<file path="src/design/rrts_pkg.sv">
// types and constants shared by the round-robin thread scheduler
`timescale 1ns / 1ps

package rrts_pkg;

  localparam int QuantaW = 32;
  localparam int TidW    = 4;

  typedef enum logic [2:0] {
    OP_INIT   = 3'd0,
    OP_SPAWN  = 3'd1,
    OP_TERM   = 3'd2,
    OP_BLOCK  = 3'd3,
    OP_RESUME = 3'd4,
    OP_SLEEP  = 3'd5,
    OP_TICK   = 3'd6,
    OP_QUERY  = 3'd7
  } opcode_e;

  typedef enum logic [2:0] {
    STS_OK         = 3'd0,
    STS_NO_THREAD  = 3'd1,
    STS_MAIN       = 3'd2,
    STS_FULL       = 3'd3,
    STS_NULL_ENTRY = 3'd4
  } status_e;

  typedef enum logic [1:0] {
    SLOT_UNUSED  = 2'd0,
    SLOT_READY   = 2'd1,
    SLOT_RUNNING = 2'd2,
    SLOT_BLOCKED = 2'd3
  } slot_state_e;

  typedef struct packed {
    slot_state_e          state;
    logic [QuantaW-1:0]   quanta;
  } slot_entry_t;

  typedef struct packed {
    opcode_e              opcode;
    logic [TidW-1:0]      thread_id;
    logic                 entry_present;
  } in_item_t;

  typedef struct packed {
    status_e              status;
    logic [QuantaW-1:0]   result_value;
    logic [TidW-1:0]      running_thread;
    logic [QuantaW-1:0]   tick_total;
    logic                 switched;
    logic                 process_end;
  } out_item_t;

endpackage

</file>
<file path="src/design/round_robin_thread_scheduler.sv">
// round-robin thread scheduler: event sequencer around the slot table memory
//
//  channel | direction | handshake              | payload
//  in      | input     | in_valid_i / in_stall_o | in_item_i  (opcode, thread_id, entry_present)
//  out     | output    | out_valid_o / out_stall_i | out_item_o (status ... process_end)
//
// one event at a time; init and early errors go straight to the finish step, single-slot events
// read one slot first, and spawn, tick and terminate of the current slot walk the table one slot
// per cycle through the single memory read port.
// reset is immediate: per-slot valid bits stand in for the table contents.
// a finished result waits in the output register while the next event runs.
`timescale 1ns / 1ps

module round_robin_thread_scheduler #(
  parameter int THREAD_SLOTS = 16
) (
  input  logic                  clk_i,
  input  logic                  rst_ni,
  input  logic                  in_valid_i,
  output logic                  in_stall_o,
  input  rrts_pkg::in_item_t    in_item_i,
  output logic                  out_valid_o,
  input  logic                  out_stall_i,
  output rrts_pkg::out_item_t   out_item_o
);
  import rrts_pkg::*;

  localparam int                SlotW  = $clog2(THREAD_SLOTS);
  localparam logic [SlotW:0]    NSlots = (SlotW+1)'(THREAD_SLOTS);
  localparam logic [SlotW-1:0]  LastOff = SlotW'(THREAD_SLOTS - 1);

  typedef enum logic [2:0] {
    ST_IDLE,
    ST_READ,
    ST_SCAN,
    ST_WRITE2,
    ST_FIN
  } state_e;

  state_e             state_q, state_d;
  opcode_e            op_q, op_d;
  logic [SlotW-1:0]   tid_q, tid_d;
  logic [SlotW-1:0]   cur_q, cur_d;
  logic [SlotW-1:0]   before_q, before_d;
  logic [QuantaW-1:0] total_q, total_d;
  slot_entry_t        ent_q, ent_d;
  status_e            sts_q, sts_d;
  logic [QuantaW-1:0] val_q, val_d;
  logic               end_q, end_d;
  logic [SlotW-1:0]   base_q, base_d;
  logic [SlotW-1:0]   off_q, off_d;
  logic               iss_q, iss_d;
  logic               pend_q, pend_d;
  logic               last_q, last_d;
  logic [SlotW-1:0]   pend_addr_q, pend_addr_d;
  logic [SlotW-1:0]   hit_q, hit_d;
  slot_entry_t        hit_ent_q, hit_ent_d;
  logic               out_valid_q, out_valid_d;
  out_item_t          out_q, out_d;

  logic               mem_rd_en;
  logic [SlotW-1:0]   mem_rd_addr;
  slot_entry_t        mem_rd_ent;
  logic               mem_wr_en;
  logic [SlotW-1:0]   mem_wr_addr;
  slot_entry_t        mem_wr_ent;
  logic               mem_clr;
  logic               mem_clr_boot;

  logic [SlotW:0]     scan_sum;
  logic [SlotW-1:0]   scan_addr;
  logic               scan_match;
  logic               tid_in_range;
  logic               out_free;

  rrts_slot_mem #(
    .THREAD_SLOTS(THREAD_SLOTS)
  ) u_slot_mem (
    .clk_i      (clk_i),
    .rst_ni     (rst_ni),
    .rd_en_i    (mem_rd_en),
    .rd_addr_i  (mem_rd_addr),
    .rd_ent_o   (mem_rd_ent),
    .wr_en_i    (mem_wr_en),
    .wr_addr_i  (mem_wr_addr),
    .wr_ent_i   (mem_wr_ent),
    .clr_i      (mem_clr),
    .clr_boot_i (mem_clr_boot)
  );

  // round-robin walk address, wrapped at the slot count
  assign scan_sum  = {1'b0, base_q} + {1'b0, off_q};
  assign scan_addr = (scan_sum >= NSlots) ? SlotW'(scan_sum - NSlots) : SlotW'(scan_sum);
  assign scan_match = (op_q == OP_SPAWN) ? (mem_rd_ent.state == SLOT_UNUSED)
                                         : (mem_rd_ent.state == SLOT_READY);
  assign tid_in_range = (32'(in_item_i.thread_id) < THREAD_SLOTS);
  assign out_free = !out_valid_q || !out_stall_i;

  always_comb begin
    state_d     = state_q;
    op_d        = op_q;
    tid_d       = tid_q;
    cur_d       = cur_q;
    before_d    = before_q;
    total_d     = total_q;
    ent_d       = ent_q;
    sts_d       = sts_q;
    val_d       = val_q;
    end_d       = end_q;
    base_d      = base_q;
    off_d       = off_q;
    iss_d       = iss_q;
    pend_d      = 1'b0;
    last_d      = 1'b0;
    pend_addr_d = pend_addr_q;
    hit_d       = hit_q;
    hit_ent_d   = hit_ent_q;
    out_d       = out_q;
    out_valid_d = out_valid_q && out_stall_i;

    mem_rd_en    = 1'b0;
    mem_rd_addr  = tid_q;
    mem_wr_en    = 1'b0;
    mem_wr_addr  = tid_q;
    mem_wr_ent   = ent_q;
    mem_clr      = 1'b0;
    mem_clr_boot = 1'b0;

    unique case (state_q)
      ST_IDLE: begin
        if (in_valid_i) begin
          op_d     = in_item_i.opcode;
          tid_d    = SlotW'(in_item_i.thread_id);
          before_d = cur_q;
          sts_d    = STS_OK;
          val_d    = '0;
          end_d    = 1'b0;
          state_d  = ST_FIN;
          case (in_item_i.opcode)
            OP_INIT: begin
              mem_clr      = 1'b1;
              mem_clr_boot = 1'b1;
              cur_d        = '0;
              total_d      = QuantaW'(1);
            end
            OP_SPAWN: begin
              if (!in_item_i.entry_present) begin
                sts_d = STS_NULL_ENTRY;
              end else begin
                base_d  = '0;
                off_d   = '0;
                iss_d   = 1'b1;
                state_d = ST_SCAN;
              end
            end
            OP_SLEEP: begin
              if (cur_q == '0) begin
                sts_d = STS_MAIN;
              end else begin
                tid_d       = cur_q;
                mem_rd_en   = 1'b1;
                mem_rd_addr = cur_q;
                state_d     = ST_READ;
              end
            end
            OP_TICK: begin
              total_d     = total_q + QuantaW'(1);
              tid_d       = cur_q;
              mem_rd_en   = 1'b1;
              mem_rd_addr = cur_q;
              state_d     = ST_READ;
            end
            default: begin
              if (!tid_in_range) begin
                sts_d = STS_NO_THREAD;
              end else begin
                mem_rd_en   = 1'b1;
                mem_rd_addr = SlotW'(in_item_i.thread_id);
                state_d     = ST_READ;
              end
            end
          endcase
        end
      end

      ST_READ: begin
        ent_d   = mem_rd_ent;
        state_d = ST_FIN;
        if (op_q == OP_TICK) begin
          ent_d.quanta = mem_rd_ent.quanta + QuantaW'(1);
          base_d  = cur_q;
          off_d   = SlotW'(1);
          iss_d   = 1'b1;
          state_d = ST_SCAN;
        end else if (mem_rd_ent.state == SLOT_UNUSED) begin
          sts_d = STS_NO_THREAD;
        end else begin
          case (op_q)
            OP_TERM: begin
              if (tid_q == '0) begin
                mem_clr = 1'b1;
                cur_d   = '0;
                end_d   = 1'b1;
              end else begin
                mem_wr_en  = 1'b1;
                mem_wr_ent = '{state: SLOT_UNUSED, quanta: '0};
                if (tid_q == cur_q) begin
                  base_d  = cur_q;
                  off_d   = SlotW'(1);
                  iss_d   = 1'b1;
                  state_d = ST_SCAN;
                end
              end
            end
            OP_BLOCK: begin
              if (tid_q == '0) begin
                sts_d = STS_MAIN;
              end else begin
                mem_wr_en  = 1'b1;
                mem_wr_ent = '{state: SLOT_BLOCKED, quanta: mem_rd_ent.quanta};
              end
            end
            OP_RESUME: begin
              if (mem_rd_ent.state == SLOT_BLOCKED) begin
                mem_wr_en  = 1'b1;
                mem_wr_ent = '{state: SLOT_READY, quanta: mem_rd_ent.quanta};
              end
            end
            OP_SLEEP: begin
              mem_wr_en  = 1'b1;
              mem_wr_ent = '{state: SLOT_BLOCKED, quanta: mem_rd_ent.quanta};
            end
            OP_QUERY: begin
              val_d = mem_rd_ent.quanta
                    + QuantaW'(mem_rd_ent.state == SLOT_RUNNING);
            end
            default: ;
          endcase
        end
      end

      ST_SCAN: begin
        // issue one read per cycle, check the one issued in the cycle before
        if (iss_q) begin
          mem_rd_en   = 1'b1;
          mem_rd_addr = scan_addr;
          pend_d      = 1'b1;
          last_d      = (off_q == LastOff);
          pend_addr_d = scan_addr;
          off_d       = off_q + SlotW'(1);
          iss_d       = (off_q != LastOff);
        end
        if (pend_q && scan_match) begin
          iss_d   = 1'b0;
          pend_d  = 1'b0;
          state_d = ST_FIN;
          case (op_q)
            OP_SPAWN: begin
              mem_wr_en   = 1'b1;
              mem_wr_addr = pend_addr_q;
              mem_wr_ent  = '{state: SLOT_READY, quanta: '0};
              val_d       = QuantaW'(pend_addr_q);
            end
            OP_TICK: begin
              mem_wr_en   = 1'b1;
              mem_wr_addr = cur_q;
              mem_wr_ent  = ent_q;
              if (ent_q.state == SLOT_RUNNING) begin
                mem_wr_ent.state = SLOT_READY;
              end
              hit_d     = pend_addr_q;
              hit_ent_d = mem_rd_ent;
              state_d   = ST_WRITE2;
            end
            default: begin
              mem_wr_en   = 1'b1;
              mem_wr_addr = pend_addr_q;
              mem_wr_ent  = '{state: SLOT_RUNNING, quanta: mem_rd_ent.quanta};
              cur_d       = pend_addr_q;
            end
          endcase
        end else if (pend_q && last_q) begin
          iss_d   = 1'b0;
          pend_d  = 1'b0;
          state_d = ST_FIN;
          if (op_q == OP_SPAWN) begin
            sts_d = STS_FULL;
          end else if (op_q == OP_TICK) begin
            // nobody else ready: current slot keeps its state
            mem_wr_en   = 1'b1;
            mem_wr_addr = cur_q;
            mem_wr_ent  = ent_q;
          end
        end
      end

      ST_WRITE2: begin
        mem_wr_en   = 1'b1;
        mem_wr_addr = hit_q;
        mem_wr_ent  = '{state: SLOT_RUNNING, quanta: hit_ent_q.quanta};
        cur_d       = hit_q;
        state_d     = ST_FIN;
      end

      ST_FIN: begin
        if (out_free) begin
          out_d.status         = sts_q;
          out_d.result_value   = val_q;
          out_d.running_thread = TidW'(cur_q);
          out_d.tick_total     = total_q;
          out_d.switched       = (cur_q != before_q);
          out_d.process_end    = end_q;
          out_valid_d          = 1'b1;
          state_d              = ST_IDLE;
        end
      end

      default: state_d = ST_IDLE;
    endcase
  end

  always_ff @(posedge clk_i or negedge rst_ni) begin
    if (!rst_ni) begin
      state_q     <= ST_IDLE;
      cur_q       <= '0;
      total_q     <= QuantaW'(1);
      iss_q       <= 1'b0;
      pend_q      <= 1'b0;
      last_q      <= 1'b0;
      out_valid_q <= 1'b0;
    end else begin
      state_q     <= state_d;
      cur_q       <= cur_d;
      total_q     <= total_d;
      iss_q       <= iss_d;
      pend_q      <= pend_d;
      last_q      <= last_d;
      out_valid_q <= out_valid_d;
    end
  end

  always_ff @(posedge clk_i) begin
    op_q        <= op_d;
    tid_q       <= tid_d;
    before_q    <= before_d;
    ent_q       <= ent_d;
    sts_q       <= sts_d;
    val_q       <= val_d;
    end_q       <= end_d;
    base_q      <= base_d;
    off_q       <= off_d;
    pend_addr_q <= pend_addr_d;
    hit_q       <= hit_d;
    hit_ent_q   <= hit_ent_d;
    out_q       <= out_d;
  end

  assign in_stall_o  = (state_q != ST_IDLE);
  assign out_valid_o = out_valid_q;
  assign out_item_o  = out_q;

`ifndef SYNTHESIS
  a_accept_leaves_idle: assert property (@(posedge clk_i) disable iff (!rst_ni)
    in_valid_i && !in_stall_o |=> state_q != ST_IDLE)
    else $error("accepted transaction did not start processing");

  a_result_from_fin: assert property (@(posedge clk_i) disable iff (!rst_ni)
    $rose(out_valid_q) |-> $past(state_q) == ST_FIN)
    else $error("result loaded outside the finish step");

  a_cur_in_range: assert property (@(posedge clk_i) disable iff (!rst_ni)
    32'(cur_q) < THREAD_SLOTS)
    else $error("current slot beyond the table");

  a_no_write_idle: assert property (@(posedge clk_i) disable iff (!rst_ni)
    state_q == ST_IDLE |-> !mem_wr_en)
    else $error("slot table written while idle");
`endif

endmodule

</file>
<file path="src/design/rrts_slot_mem.sv">
// slot table memory with per-slot valid bits and reset defaults
`timescale 1ns / 1ps

module rrts_slot_mem #(
  parameter int THREAD_SLOTS = 16
) (
  input  logic                              clk_i,
  input  logic                              rst_ni,
  input  logic                              rd_en_i,
  input  logic [$clog2(THREAD_SLOTS)-1:0]   rd_addr_i,
  output rrts_pkg::slot_entry_t             rd_ent_o,
  input  logic                              wr_en_i,
  input  logic [$clog2(THREAD_SLOTS)-1:0]   wr_addr_i,
  input  rrts_pkg::slot_entry_t             wr_ent_i,
  input  logic                              clr_i,
  input  logic                              clr_boot_i
);
  import rrts_pkg::*;

  localparam int SlotW = $clog2(THREAD_SLOTS);

  slot_entry_t             mem_q [THREAD_SLOTS];
  slot_entry_t             rd_data_q;
  logic [THREAD_SLOTS-1:0] vld_q;
  logic                    boot_q;
  logic                    rd_vld_q;
  logic                    rd_run_q;

  always_ff @(posedge clk_i) begin
    if (wr_en_i) begin
      mem_q[wr_addr_i] <= wr_ent_i;
    end
    if (rd_en_i) begin
      rd_data_q <= mem_q[rd_addr_i];
    end
  end

  // boot_q: an unwritten slot 0 reads as running with one quantum
  always_ff @(posedge clk_i or negedge rst_ni) begin
    if (!rst_ni) begin
      vld_q    <= '0;
      boot_q   <= 1'b1;
      rd_vld_q <= 1'b0;
      rd_run_q <= 1'b0;
    end else begin
      if (clr_i) begin
        vld_q  <= '0;
        boot_q <= clr_boot_i;
      end else if (wr_en_i) begin
        vld_q[wr_addr_i] <= 1'b1;
      end
      if (rd_en_i) begin
        rd_vld_q <= vld_q[rd_addr_i];
        rd_run_q <= boot_q && (rd_addr_i == SlotW'(0));
      end
    end
  end

  always_comb begin
    if (rd_vld_q) begin
      rd_ent_o = rd_data_q;
    end else if (rd_run_q) begin
      rd_ent_o = '{state: SLOT_RUNNING, quanta: QuantaW'(1)};
    end else begin
      rd_ent_o = '{state: SLOT_UNUSED, quanta: '0};
    end
  end

endmodule

</file>
<file path="config.mk">
export PLATFORM = sky130hd
export DESIGN_NAME = round_robin_thread_scheduler
export DESIGN_NICKNAME = d
export VERILOG_FILES = /design/src/design/rrts_pkg.sv /design/src/design/round_robin_thread_scheduler.sv /design/src/design/rrts_slot_mem.sv
export SDC_FILE = /design/constraint.sdc
export NUM_CORES = 1
export LEC_CHECK = 0
export BUFFER_PORTS_ARGS = -buffer_cell sky130_fd_sc_hd__buf_2
export CORE_MARGIN = 1
export CORE_UTILIZATION = 55
export DETAILED_ROUTE_END_ITERATION = 12
export PLACE_DENSITY = 0.71
export SLEW_MARGIN = 20
export SYNTH_ARGS = -nofsm -noshare
export SYNTH_HDL_FRONTEND = slang
export SYNTH_SLANG_ARGS = --single-unit
</file>
<file path="constraint.sdc">
create_clock -name clk_i -period 11.7 [get_ports clk_i]
set_clock_uncertainty 0.1 [all_clocks]
set_input_delay 1.17 -clock clk_i [delete_from_list [all_inputs] [get_ports clk_i]]
set_output_delay 1.17 -clock clk_i [all_outputs]
set_load 0.02 [all_outputs]
</file>
==> PnR_summary.wiki <==
{| class="wikitable"
! Metric !! Value
|-
| Routed WL per cell || 24.3 um
|-
| Largest voltage drop on the vdd net || 0.000178 V
|-
| Clock buffer count from CTS || 84
|-
| Count of boundary I/O pins || 87
|-
| Flop pwr share || 42.1%
|-
| Die outline area || 0.0661 mm2
|-
| Number of flops mapped to enable cells by yosys || 780
|-
| Reported leakage power || 15.3 nW
|-
| Nets || 2442
|-
| Unrepaired setup endpoints after global routing || no
|-
| Vias per cell || 5.99
|-
| Clock slew at the register clock pins of the worst setup and hold paths || 0.06 ns
|-
| Dominant combinational cell family by area after synthesis || multiplexers
|-
| Fraction of power consumed by combinational cells || 32.4%
|-
| Overall die height || 257 um
|-
| Row Count || 93
|-
| Outcome || finished, final reports clean
|-
| Final Core Density || 61.9%
|-
| Net load switching power || 3.50 mW
|-
| Worst Tran Pin Value || 1.12 ns
|-
| Antenna diode count || 0
|-
| Worst Hold Path Cells || 0
|-
| Mux cell area share after synthesis || 14.6%
|-
| Chip Width || 257 um
|-
| Post-DP HPWL || 46.0 mm
|-
| Root buffer cell || clkbuf_16
|-
| Post-synthesis simple-gate area fraction || 6.06%
|-
| Synthesized-area fraction occupied by adder cells || 0.336%
|-
| Routed vias || 20000
|-
| Maximum number of pins on one net before global-route repair || 142
|-
| Wire length of the first global-routing pass || 122 mm
|-
| GRT Resource Usage Total || 24.5%
|-
| Core area || 0.0643 mm2
|-
| Power per standard cell area || 262 mW/mm2
|-
| Number of storage elements in the synthesis netlist || 842
|-
| Post-synthesis cell count || 2324
|-
| Startpoint of the lowest-slack hold path || val_q[17]
|-
| Compound-Gate Fraction of Synth Area || 4.29%
|-
| Commonest cells after routing, fill and taps aside || 780 x edfxtp_1, 519 x mux2i_1, 139 x nor2_1
|-
| Critical Path Fanout Max || 141
|-
| Ratio of final minimum period to clock period || 44.1%
|-
| Switching share of total power || 33.6%
|-
| CTS tree || done
|-
| Routability congestion estimate || 0.903
|-
| Most common cell after layout, fill and taps aside || edfxtp_1
|-
| Violation count after the first detailed-route iteration || 2185
|-
| Resized Gates After CTS || 0
|-
| Aggregate negative setup slack || 0 ns
|-
| Effective utilization at floorplan || 55.6%
|-
| Top flip-flop cell by instance count after synthesis || edfxtp_1
|-
| Share of flip-flops with an asynchronous set or reset after synthesis || 7.36%
|-
| Synthesized Nets || 2345
|-
| # Max-Cap Violations || 0
|-
| Pins over their slew limit || 0
|-
| Slew Limit Headroom || 25.2%
|-
| Hold-critical path endpoint || out_item_o[55]
|-
| Drt pass-1 iters || 5
|-
| Final Routed Wirelength || 81.2 mm
|-
| Setup Fix Bufs, Post-CTS || 0
|-
| Data arrival time at the worst-slack endpoint || 5.39 ns
|-
| Internal power || 6.91 mW
|-
| Path type of the worst min-delay path || register to register
|-
| Max frequency || 194 MHz
|-
| Part of the total power dissipated in the clock network || 25.5%
|-
| Number of global-route vias before repair || 19700
|-
| Count of clock tree sinks || 842
|-
| Fraction of layout cells with a size suffix above 1 || 11.7%
|-
| Final std cell area, no fill || 0.0398 mm2
|-
| Number of levels the H-tree was split into || 3
|-
| Sequential element share of the synthesized area || 69.8%
|-
| Post-synthesis instance area || 0.0358 mm2
|-
| Worst hold-check slack || 0.318 ns
|-
| Final setup viols || 0
|-
| Post-layout min period || 5.16 ns
|-
| Endpoints failing hold || 0
|-
| Area of placed instances || 0.0371 mm2
|-
| Clock insertion delay at the later pin of the skew report || 0.64 ns
|-
| Fillcell total || 4686
|-
| Launching point of the worst reg2reg path || state_q[0]
|-
| Area share of xor/xnor cells in the synthesized design || 2.30%
|-
| Count of warnings emitted by yosys || 0
|-
| Setup slack of the most critical reg-to-reg path || 6.54 ns
|-
| Global-route congestion overflow total || 0
|-
| Startpoint type of the worst setup path || register
|-
| Worst reg2reg endpoint || u_slot_mem.rd_data_q[4]
|-
| Number of library cell types mapped by synthesis || 71
|-
| Length in cells of the worst reg-to-reg path || 10
|-
| Average cell area after synthesis || 15.4 um2
|-
| Quantity of I/O buffers inserted on ports || 86
|-
| CTS Hold Buffers Added || 0
|-
| Worst Path Required || 11.93 ns
|-
| Category of the most critical setup path || register to register
|-
| Buffers from clock root to sink, at most || 3
|-
| DRC violations left || 0
|-
| Number of antenna violations at the first check in global routing || 2
|-
| Final ANT Viol Nets || 0
|-
| Synth-to-Final Area Change || 11.2%
|-
| Critical path endpoint category || register
|}
-- through the flow --
step	power (mW)	instances	worst slack [ns]
floorplan	6.93	2324	6.44
global placement	7.68	3190	6.12
detailed placement	7.78	3190	5.97
CTS	10.5	3347	6.57
global route	10.9	3347	6.28
finish	10.4	3347	6.54
-- cells by family (layout without fill, tap and decap cells) --
kind of cell | Yosys count | count (layout)
xor gates and xnor gates | 94 | 94
and+or+nand+nor | 466 | 466
buffers and inverters | 172 | 340
muxes | 523 | 523
adders and majority gates | 9 | 9
AOI/OAI and AO/OA | 218 | 218
DFF | 842 | 842
-- power by group through the flow --
stage	logic (mW)	registers, mW	clock network (mW)
6_report	3.38	4.38	2.66
5_1_grt	3.63	4.41	2.82
4_1_cts	3.37	4.38	2.70
3_5_place_dp	3.35	4.43	0
3_3_place_gp	3.26	4.42	0
2_1_floorplan	2.56	4.37	0
-- cell type report --
cell class,instances,area [um2],area share [%]
Clock inverter,53,523,1.31
Multi-Input combinational cell,1310,10100,25.3
Timing Repair Buffer,129,766,1.92
Tap cell,855,1070,2.69
Clock buffer,104,2210,5.55
Sequential cell,842,25000,62.7
Inverter,54,204,0.512
-- metal layers --
| layer | wire length, um | track usage [%] | vias up |
|---|---|---|---|
| met4 | 1690 | 7.14 | 4 |
| met2 | 37800 | 38.1 | 737 |
| met5 | 21 | 0 | - |
| met3 | 5890 | 4.20 | 121 |
| li1 | - | - | 8996 |
| met1 | 35800 | 35.7 | 10200 |
-- registers in the layout, summed over array words and instances, names as in the netlist, 16 cells and up --
signal and count:
ent_q 34, hit_ent_q 32, out_item_o 73, total_q 32, u_slot_mem.mem_q 544, u_slot_mem.rd_data_q 34
u_slot_mem.vld_q 16, val_q 32
-- how the worst max path moves through the flow --
| stage | start | end | slack, ns |
|---|---|---|---|
| 6_report | state_q[0] | u_slot_mem.rd_data_q[4] | 6.54 |
| 5_1_grt | state_q[0] | u_slot_mem.rd_data_q[23] | 6.28 |
| 4_1_cts | cur_q[1] | u_slot_mem.rd_data_q[21] | 6.57 |
| 3_5_place_dp | in_item_i[7] | u_slot_mem.rd_data_q[4] | 5.97 |
| 3_3_place_gp | in_item_i[7] | u_slot_mem.rd_data_q[19] | 6.12 |
| 2_1_floorplan | out_stall_i | out_item_o[0] | 6.44 |
-- worst max-delay path, stage by stage, from the launching register on --
cell     delay, ns
dfrtp_1       0.71
or2_2         0.51
o21ai_0       0.18
o21a_1        0.20
and2_4        0.65
buf_4         0.78
buf_12        0.82
mux2i_1       0.31
mux2i_1       0.10
mux2i_1       0.20
mux2i_1       0.11
-- synth_stat cells, types with 24 or more instances --
master    instances  area [um2]
inv_1            54         203
mux2i_1         519        5190
nor2_1          158         593
edfxtp_1        780       23400
nor3_1           24         120
dfrtp_1          60        1500
a221o_1          32         320
xnor2_1          79         692
clkbuf_1         38         143
o21ai_0          47         235
nand3_1          40         200
buf_6            27         304
nand2_1         131         492
a21oi_1          39         195
buf_2            38         190
(Power assumes the default switching activity.)
